===== src/design/wildcard_nfa_matcher_unit_assert.svh =====
// ----------------------------------------------------------------------------
// Wildcard NFA matcher assertion macros
// Clocked assertion shorthands on clk, with and without the rst_n guard.
// ----------------------------------------------------------------------------
`ifndef WILDCARD_NFA_MATCHER_UNIT_ASSERT_SVH
`define WILDCARD_NFA_MATCHER_UNIT_ASSERT_SVH

`ifndef SYNTHESIS

// checked only out of reset
`define WNM_ASSERT(lbl, prop, msg) \
  lbl: assert property (@(posedge clk) disable iff (!rst_n) prop) else $error(msg);

// checked on every edge, reset included
`define WNM_ASSERT_ALWAYS(lbl, prop, msg) \
  lbl: assert property (@(posedge clk) prop) else $error(msg);

`else

`define WNM_ASSERT(lbl, prop, msg)
`define WNM_ASSERT_ALWAYS(lbl, prop, msg)

`endif

`endif


===== src/design/wnm_pkg.sv =====
// ----------------------------------------------------------------------------
// Wildcard NFA matcher package
// Shared constants, register indexes and cell interface structs.
// ----------------------------------------------------------------------------
package wnm_pkg;

  // pattern geometry
  localparam int PATTERN_MAX   = 32;
  localparam int PATTERN_WORDS = 4;
  localparam int BYTES_PER_WORD = 8;
  localparam int BYTE_W        = 8;
  localparam int WORD_W        = 64;
  localparam int LEN_W         = 6;
  localparam int LIVE_W        = PATTERN_MAX + 1;
  localparam int WORD_SEL_W    = 2;

  // wildcard codes
  localparam logic [BYTE_W-1:0] STAR_CODE  = 8'h2A;
  localparam logic [BYTE_W-1:0] QUEST_CODE = 8'h3F;

  // configuration register indexes
  localparam int CFG_IDX_W = 3;
  localparam logic [CFG_IDX_W-1:0] CFG_PATTERN_WORD_LAST = 3'd3;
  localparam logic [CFG_IDX_W-1:0] CFG_PATTERN_LENGTH    = 3'd4;

  // per-cell control from the top level
  typedef struct packed {
    logic home;      // position zero, live after reset
    logic first;     // restart at the seed vector
    logic active;    // position below the pattern length
    logic in_range;  // position at or below the pattern length
    logic load;      // item accepted, take the next live bit
    logic wr_en;     // pattern byte write
  } cell_ctl_t;

  // per-cell status to the top level
  typedef struct packed {
    logic stay;  // live star keeps its own position
    logic adv;   // live position hands off to the next cell
    logic star;  // active star, feeds the star fill
    logic live;  // stored live bit
  } cell_out_t;

  // one result item
  typedef struct packed {
    logic matched;
    logic no_live_position;
  } result_t;

endpackage


===== src/design/wnm_cell.sv =====
// ----------------------------------------------------------------------------
// Wildcard NFA matcher cell
// One pattern position: its pattern byte, its live bit, and the byte compare
// that hands the live token on to the next position.
// ----------------------------------------------------------------------------
module wnm_cell (
  input  logic                        clk,
  input  logic                        rst_n,
  input  wnm_pkg::cell_ctl_t          ctl,
  input  logic                        seed_bit,
  input  logic [wnm_pkg::BYTE_W-1:0]  text_byte,
  input  logic [wnm_pkg::BYTE_W-1:0]  wr_byte,
  input  logic                        live_nxt,
  output wnm_pkg::cell_out_t          cell_o
);

  logic [wnm_pkg::BYTE_W-1:0] pat_r;
  logic                       live_r;
  logic                       is_star;
  logic                       is_quest;
  logic                       cur;

  // pattern byte store
  always_ff @(posedge clk) begin
    if (!rst_n) begin
      pat_r <= '0;
    end else if (ctl.wr_en) begin
      pat_r <= wr_byte;
    end
  end

  // live bit, updated on every accepted item
  always_ff @(posedge clk) begin
    if (!rst_n) begin
      live_r <= ctl.home;
    end else if (ctl.load) begin
      live_r <= live_nxt;
    end
  end

  assign is_star  = (pat_r == wnm_pkg::STAR_CODE);
  assign is_quest = (pat_r == wnm_pkg::QUEST_CODE);

  // live before this byte: seed on restart, else stored bit within length
  assign cur = ctl.first ? seed_bit : (live_r & ctl.in_range);

  always_comb begin
    cell_o.stay = cur & ctl.active & is_star;
    cell_o.adv  = cur & ctl.active & ~is_star & (is_quest | (pat_r == text_byte));
    cell_o.star = ctl.active & is_star;
    cell_o.live = live_r;
  end

endmodule


===== src/design/wnm_fill.sv =====
// ----------------------------------------------------------------------------
// Wildcard NFA matcher star fill
// Spreads live bits forward through runs of stars with one carry chain, and
// builds the restart vector (the leading star run from position zero plus the next position).
// ----------------------------------------------------------------------------
module wnm_fill (
  input  logic [wnm_pkg::LIVE_W-1:0] raw,
  input  logic [wnm_pkg::LIVE_W-1:0] star,
  output logic [wnm_pkg::LIVE_W-1:0] closed,
  output logic [wnm_pkg::LIVE_W-1:0] seed
);

  logic [wnm_pkg::LIVE_W-1:0] run_sum;
  logic [wnm_pkg::LIVE_W-1:0] lead_sum;

  // a live star starts a carry that runs through the star run and lands on
  // the first non-star position; the flipped bits are the reached positions
  assign run_sum = (raw & star) + star;
  assign closed  = raw | (run_sum ^ star);

  // leading run of stars from position zero, plus the position after it
  assign lead_sum = star + wnm_pkg::LIVE_W'(1);
  assign seed     = lead_sum ^ star;

endmodule


===== src/design/wnm_skid.sv =====
// ----------------------------------------------------------------------------
// Wildcard NFA matcher result buffer
// Output register with a skid entry, so an item is taken while a result
// waits; stall back to the input comes from a register only.
// ----------------------------------------------------------------------------
`include "wildcard_nfa_matcher_unit_assert.svh"

module wnm_skid (
  input  logic                clk,
  input  logic                rst_n,
  input  logic                push,
  input  wnm_pkg::result_t    push_data,
  output logic                full,
  output logic                out_valid,
  input  logic                out_stall,
  output wnm_pkg::result_t    out_data
);

  logic             main_valid_r;
  logic             main_valid_nxt;
  logic             skid_valid_r;
  logic             skid_valid_nxt;
  wnm_pkg::result_t main_r;
  wnm_pkg::result_t main_nxt;
  wnm_pkg::result_t skid_r;
  wnm_pkg::result_t skid_nxt;
  logic             take;

  assign take = main_valid_r & ~out_stall;

  // buffer control
  always_comb begin
    main_valid_nxt = main_valid_r;
    skid_valid_nxt = skid_valid_r;
    main_nxt       = main_r;
    skid_nxt       = skid_r;
    if (skid_valid_r) begin
      if (take) begin
        main_nxt       = skid_r;
        skid_valid_nxt = 1'b0;
      end
    end else if (push) begin
      if (!main_valid_r || take) begin
        main_nxt       = push_data;
        main_valid_nxt = 1'b1;
      end else begin
        skid_nxt       = push_data;
        skid_valid_nxt = 1'b1;
      end
    end else if (take) begin
      main_valid_nxt = 1'b0;
    end
  end

  always_ff @(posedge clk) begin
    if (!rst_n) begin
      main_valid_r <= 1'b0;
      skid_valid_r <= 1'b0;
    end else begin
      main_valid_r <= main_valid_nxt;
      skid_valid_r <= skid_valid_nxt;
    end
  end

  // payload, no reset
  always_ff @(posedge clk) begin
    main_r <= main_nxt;
    skid_r <= skid_nxt;
  end

  assign full      = skid_valid_r;
  assign out_valid = main_valid_r;
  assign out_data  = main_r;

  `WNM_ASSERT(a_skid_behind_main, skid_valid_r |-> main_valid_r, "skid holds an item ahead of main")
  `WNM_ASSERT(a_skid_drains, (skid_valid_r && take) |=> (main_valid_r && !skid_valid_r), "skid item not moved to main")
  `WNM_ASSERT_ALWAYS(a_reset_empty, !rst_n |=> (!main_valid_r && !skid_valid_r), "buffer not empty after reset")

endmodule


===== src/design/wildcard_nfa_matcher_unit.sv =====
// ----------------------------------------------------------------------------
// Wildcard NFA matcher unit
// Glob match of a byte stream against a configured pattern of up to 32 bytes.
// ----------------------------------------------------------------------------
// Takes one text byte per clock unless stalled and returns one result item
// per byte. A row of 32 cells holds the pattern bytes and the live position
// bits; each byte is compared in every cell at once, live tokens hop to the
// neighbor cell, and a single 33-bit carry chain spreads them through runs
// of '*'. That compare plus carry chain is the feedback loop that sets the
// clock. Results sit in a two-entry output buffer, so the input stalls only
// when two results wait. '*' (0x2A) and '?' (0x3F) in the pattern are always
// wildcards. Raise first_of_text on the first byte of each text and after any
// pattern write. cfg_ready is always high.
`include "wildcard_nfa_matcher_unit_assert.svh"

module wildcard_nfa_matcher_unit (
  input  logic                            clk,
  input  logic                            rst_n,
  // text items
  input  logic                            in_valid,
  output logic                            in_stall,
  input  logic [wnm_pkg::BYTE_W-1:0]      in_text_byte,
  input  logic                            in_first_of_text,
  // result items
  output logic                            out_valid,
  input  logic                            out_stall,
  output logic                            out_matched,
  output logic                            out_no_live_position,
  // configuration writes
  input  logic                            cfg_valid,
  output logic                            cfg_ready,
  input  logic [wnm_pkg::CFG_IDX_W-1:0]   cfg_index,
  input  logic [wnm_pkg::WORD_W-1:0]      cfg_data
);

  localparam int NCELL = wnm_pkg::PATTERN_MAX;

  logic [wnm_pkg::LEN_W-1:0]   len_r;
  logic [wnm_pkg::LEN_W-1:0]   used_len;
  logic                        in_acc;
  logic                        cfg_we;
  logic                        word_we;
  wnm_pkg::cell_ctl_t          ctl    [NCELL];
  wnm_pkg::cell_out_t          cell_o [NCELL];
  logic [wnm_pkg::LIVE_W-1:0]  raw;
  logic [wnm_pkg::LIVE_W-1:0]  star;
  logic [wnm_pkg::LIVE_W-1:0]  closed;
  logic [wnm_pkg::LIVE_W-1:0]  seed;
  logic [NCELL-1:0]            live_vec;
  logic [NCELL-1:0]            range_vec;
  wnm_pkg::result_t            res;
  wnm_pkg::result_t            out_data;

  assign cfg_ready = 1'b1;
  assign cfg_we    = cfg_valid & cfg_ready;
  assign word_we   = cfg_we & (cfg_index <= wnm_pkg::CFG_PATTERN_WORD_LAST);
  assign in_acc    = in_valid & ~in_stall;

  // pattern length register
  always_ff @(posedge clk) begin
    if (!rst_n) begin
      len_r <= '0;
    end else if (cfg_we && (cfg_index == wnm_pkg::CFG_PATTERN_LENGTH)) begin
      len_r <= cfg_data[wnm_pkg::LEN_W-1:0];
    end
  end

  // lengths above the row are clipped
  assign used_len = (len_r > wnm_pkg::LEN_W'(NCELL)) ? wnm_pkg::LEN_W'(NCELL) : len_r;

  // cell row
  for (genvar i = 0; i < NCELL; i++) begin : g_cell
    always_comb begin
      ctl[i].home     = (i == 0);
      ctl[i].first    = in_first_of_text;
      ctl[i].active   = (wnm_pkg::LEN_W'(i) < used_len);
      ctl[i].in_range = (wnm_pkg::LEN_W'(i) <= used_len);
      ctl[i].load     = in_acc;
      ctl[i].wr_en    = word_we &&
                        (cfg_index[wnm_pkg::WORD_SEL_W-1:0] ==
                         wnm_pkg::WORD_SEL_W'(i / wnm_pkg::BYTES_PER_WORD));
    end

    wnm_cell u_cell (
      .clk       (clk),
      .rst_n     (rst_n),
      .ctl       (ctl[i]),
      .seed_bit  (seed[i]),
      .text_byte (in_text_byte),
      .wr_byte   (cfg_data[(i % wnm_pkg::BYTES_PER_WORD)*wnm_pkg::BYTE_W +: wnm_pkg::BYTE_W]),
      .live_nxt  (closed[i]),
      .cell_o    (cell_o[i])
    );

    assign star[i]      = cell_o[i].star;
    assign live_vec[i]  = cell_o[i].live;
    assign range_vec[i] = ctl[i].in_range;
  end

  // the end position is never a star
  assign star[NCELL] = 1'b0;

  // positions reached by this byte before star fill
  always_comb begin
    raw[0] = cell_o[0].stay;
    for (int i = 1; i < NCELL; i++) begin
      raw[i] = cell_o[i].stay | cell_o[i-1].adv;
    end
    raw[NCELL] = cell_o[NCELL-1].adv;
  end

  wnm_fill u_fill (
    .raw    (raw),
    .star   (star),
    .closed (closed),
    .seed   (seed)
  );

  // result of this byte
  always_comb begin
    res.matched          = closed[used_len];
    res.no_live_position = (closed == '0);
  end

  wnm_skid u_skid (
    .clk       (clk),
    .rst_n     (rst_n),
    .push      (in_acc),
    .push_data (res),
    .full      (in_stall),
    .out_valid (out_valid),
    .out_stall (out_stall),
    .out_data  (out_data)
  );

  assign out_matched          = out_data.matched;
  assign out_no_live_position = out_data.no_live_position;

  `WNM_ASSERT(a_live_within_length, (in_acc && !cfg_we) |=> ((live_vec & ~range_vec) == '0), "live bit beyond pattern length")
  `WNM_ASSERT(a_match_is_live, in_acc |-> !(res.matched && res.no_live_position), "match reported with no live position")
  `WNM_ASSERT(a_stall_needs_result, in_stall |-> out_valid, "input stalled with no result waiting")

endmodule


===== config.mk =====
export PLATFORM = sky130hd
export DESIGN_NAME = wildcard_nfa_matcher_unit
export DESIGN_NICKNAME = d
export VERILOG_FILES = /design/src/design/wnm_pkg.sv /design/src/design/wnm_cell.sv /design/src/design/wnm_fill.sv /design/src/design/wnm_skid.sv /design/src/design/wildcard_nfa_matcher_unit.sv
export VERILOG_INCLUDE_DIRS = /design/src /design/src/design
export SDC_FILE = /design/constraint.sdc
export NUM_CORES = 1
export LEC_CHECK = 0
export BUFFER_PORTS_ARGS = -buffer_cell sky130_fd_sc_hd__buf_2
export CAP_MARGIN = 10
export CORE_MARGIN = 10
export CORE_UTILIZATION = 30
export CTS_BUF_LIST = sky130_fd_sc_hd__clkbuf_8
export DETAILED_ROUTE_END_ITERATION = 8
export PLACE_DENSITY = 0.56
export SLEW_MARGIN = 30
export SYNTH_ARGS = -nofsm -noshare
export SYNTH_HDL_FRONTEND = slang
export SYNTH_SLANG_ARGS = --single-unit

===== constraint.sdc =====
create_clock -name clk -period 4.4 [get_ports clk]
set_clock_uncertainty 0.05 [all_clocks]
set_input_delay 0 -clock clk [delete_from_list [all_inputs] [get_ports clk]]
set_output_delay 0 -clock clk [all_outputs]
set_load 0.005 [all_outputs]

==> results.yml <==
clock_network:
  worstSkewPairLatency_ns: 0.66
  tritoncts: "done"
  clk_pin_slew_ns: 0.06
  cts-root-buf: "clkbuf_8"
  cts_buffers: 53
  clock_sinks: 300
  cts_buffer_depth: 3
  htree_levels: 2
worst_setup_path:
  reg2reg_to: "u_skid.out_data[1]"
  crit_fanout: 3
  worst-r2r-setup-slack_ns: -0.61
  endpoint_kind: "register"
  worst_ep_arrival_time_ns: 5.33
  cp.required_ns: 4.73
  crit_start: "g_cell[0].u_cell.pat_r[4]"
  critical_path_class: "reg2reg"
  cp-start-kind: "register"
  worstRegToRegCells: 20
  crit_end: "u_skid.out_data[1]"
  r2r-start: "g_cell[0].u_cell.pat_r[4]"
global_route:
  grtUsageTotal: 0.213
  antenna_found_initial: 7
  grt_pass1_vias: 21100
  grt_remaining_overflow: 0
  grt_pass1_wl_um: 129000
  grt_max_degree: 128
finish:
  fill_cells: 6693
  design_area_um2: 27600
  drive_gt1_frac: 0.274
  fin_nets: 3340
  fin_cells: 4162
  areaGrowthSynthToFinish_pct: 39.0
logic_synthesis:
  ys_ff_latch: 300
  synth_area_um2: 19900
  ys_warn_count: 0
  syn_area_per_cell_um2: 7.61
  synth_fp_nets: 2696
  synth_top_area_share: 0.298
  ys_seq_area_frac: 0.304
  synthCells: 2613
  synth-edff-count: 4
  ys.flop_type: "dfxtp_1"
  synth_top_cell_by_area: "dfxtp_1"
  synth_cell_type_count: 112
  synthArstFlopShare: 0
  ys_top_cells_by_area: "dfxtp_1 (30%), nand2_1 (13%), a21boi_0 (10%)"
timing:
  worstMarginPinSlew_ns: 1.05
  report.final.hold_viol_count: 0
  slew_headroom: 0.303
  final.setup.worst_slack_ns: -0.607
  fmax_mhz: 200
  fin_crit_ns: 5.01
  fin_crit_sh: 1.14
  maxSlewViolCount: 0
  setup_viol: 12
  rsz0062_at_grt: "true"
run_status:
  violations: "setup timing"
  status: "complete, but fails checks"
power:
  max-vdd-ir-drop_uv: 223
  power_mw: 6.42
  p_leak_nw: 10.7
  p_per_area_nw_per_um2: 232
floorplan:
  die_x_um: 277
  io_pins: 86
  rows: 94
  die_height_um: 277
  coreArea_um2: 65700
  initial_utilization: 0.302
  design.die.area_um2: 76900
detailed_routing:
  wl_per_cell_um: 20.6
  vias_per_cell: 5.22
  vias: 21700
  firstDrtPassIters: 5
  drtAntennaViolNets: 0
  finalWirelength_um: 85800
  remaining_drc_errors: 0
  initialDrtViolationCount: 1633
placement:
  numPortBuffers: 84
  routabilityCongestion: 1.04
  dp_hpwl_um: 65200
  dp_cells: 3977
  post_dp_cell_area_um2: 25200
run:
  cap_viol_max_count: 0
hold_path:
  worst_hold_path_type: "in2reg"
where the power goes:
part	switching, mW	internal [mW]
registers	0.0508	2.79
logic	0.516	0.397
clock network	1.24	1.42
total	1.81	4.60
flip-flops by register name (all words and copies together), names as in the netlist:
register / flops
g_cell.u_cell.pat_r: 256
g_cell.u_cell.live_r: 32
len_r: 6
u_skid.out_data: 2
u_skid.skid_r: 2
u_skid.full: 1
u_skid.out_valid: 1
cell type report:
cell class | count | area [um2] | area share
multi-input cells | 2133 | 13600 | 0.491
flip-flops and latches | 300 | 6050 | 0.219
repair buffers | 749 | 5790 | 0.210
well taps | 864 | 1080 | 0.0391
clock buffers | 67 | 922 | 0.0334
clock inverters | 25 | 143 | 0.00516
inverters | 20 | 77.6 | 0.00281
diodes | 4 | 10.0 | 0.000362
cell families (layout without fill, tap and decap cells):
logic type                 after synthesis  after routing  share of synthesized area
AOI/OAI and AO/OA                      588            588                      0.222
buffers and inverters                  180            861                     0.0383
other                                    1              5                   0.000189
muxes                                    9              9                    0.00523
and+or+nand+nor                       1277           1277                      0.316
adders and majority gates                2              2                    0.00126
DFF                                    300            300                      0.304
xor gates and xnor gates               256            256                      0.113
worst min path at each step:
stage                       from  depth (start not counted)           to  slack (ns)
global route        cfg_index[2]                          4     len_r[1]        0.07
finish              cfg_index[2]                          4     len_r[0]        0.07
floorplan               in_valid                          2  u_skid.full        0.09
CTS                 cfg_index[2]                          4     len_r[2]        0.02
global placement        in_valid                          3  u_skid.full        0.24
detailed placement      in_valid                          3  u_skid.full        0.24
layer usage:
| layer | wire length [um] | global-route usage | up-vias |
|---|---|---|---|
| met3 | 4490 | 0.0259 | 159 |
| met4 | 3380 | 0.0835 | 2 |
| met1 | 37200 | 0.271 | 10400 |
| met2 | 40700 | 0.360 | 665 |
| li1 | - | - | 10500 |
| met5 | 13 | 0 | - |
through the flow:
step | setup slack, ns | hold slack, ns | utilization | TNS [ns]
final | -0.607 | 0.0670 | 0.420 | -3.37
after global routing | -0.743 | 0.0708 | 0.420 | -5.88
after CTS | -0.570 | 0.0176 | 0.415 | -2.82
after detailed placement | -0.701 | 0.235 | 0.383 | -5.09
after global placement | -0.694 | 0.243 | 0.383 | -4.76
after floorplan | -0.175 | 0.0947 | - | -0.498
worst max-delay path: stages, from the launching register on:
cell and delay, ns:
dfxtp_2 0.32, or3_4 0.38, or3_4 0.42, a31oi_4 0.18
ha_4 0.18, and3_4 0.19, or3b_4 0.40, o41ai_4 0.41
buf_4 0.18, o21ba_4 0.15, and3_4 0.18, or4b_4 0.23
o32ai_4 0.09, o2111ai_2 0.20, nand3_2 0.12, buf_6 0.15
buf_6 0.10, a211o_1 0.24, a2111o_1 0.29, o21ai_2 0.19
a21oi_2 0.07
cell usage after synthesis, types with 16 or more instances:
master / instances
xnor2_1: 128
clkbuf_1: 107
and3_1: 16
and2_1: 22
inv_1: 20
nand3_1: 49
nor3_1: 59
dfxtp_1: 296
or2_2: 19
a31oi_1: 17
xor2_1: 128
or3_1: 32
buf_2: 36
nand4_1: 60
nor2b_1: 28
nor4_1: 60
nand2_1: 666
a21boi_0: 270
nor2_1: 137
o21ai_0: 53
a21oi_1: 60
cells in the final DEF (no fill, tap or decap), types with 11 or more instances in the layout:
master	count
clkbuf_8	67
xnor2_1	128
o21ai_0	44
nand4b_1	11
xor2_1	128
nor2b_1	27
nand4_1	60
buf_12	13
o211ai_1	13
and3_1	14
buf_4	571
or3_1	29
a21boi_0	267
nor4_2	11
o21ai_1	12
buf_2	83
or4_1	12
and2_1	20
nand2_1	664
nor2_1	133
a31oi_1	15
dlygate4sd3_1	74
o211a_1	13
nand2b_1	14
nor3b_1	12
a21oi_1	53
nand3_1	46
inv_1	36
or2_2	19
o21a_1	11
nor3_1	56
dfxtp_1	292
nor4_1	54
what timing repair did:
action / in CTS / in global routing
setup buffers: 6 / 10
endpoints found under the hold margin: 296 / 0
pin swaps: 21 / 28
resized for setup: 48 / 52
setup endpoints to repair: 15 / 16
hold buffers: 75 / 0
Power figures use the tool's default switching activity.
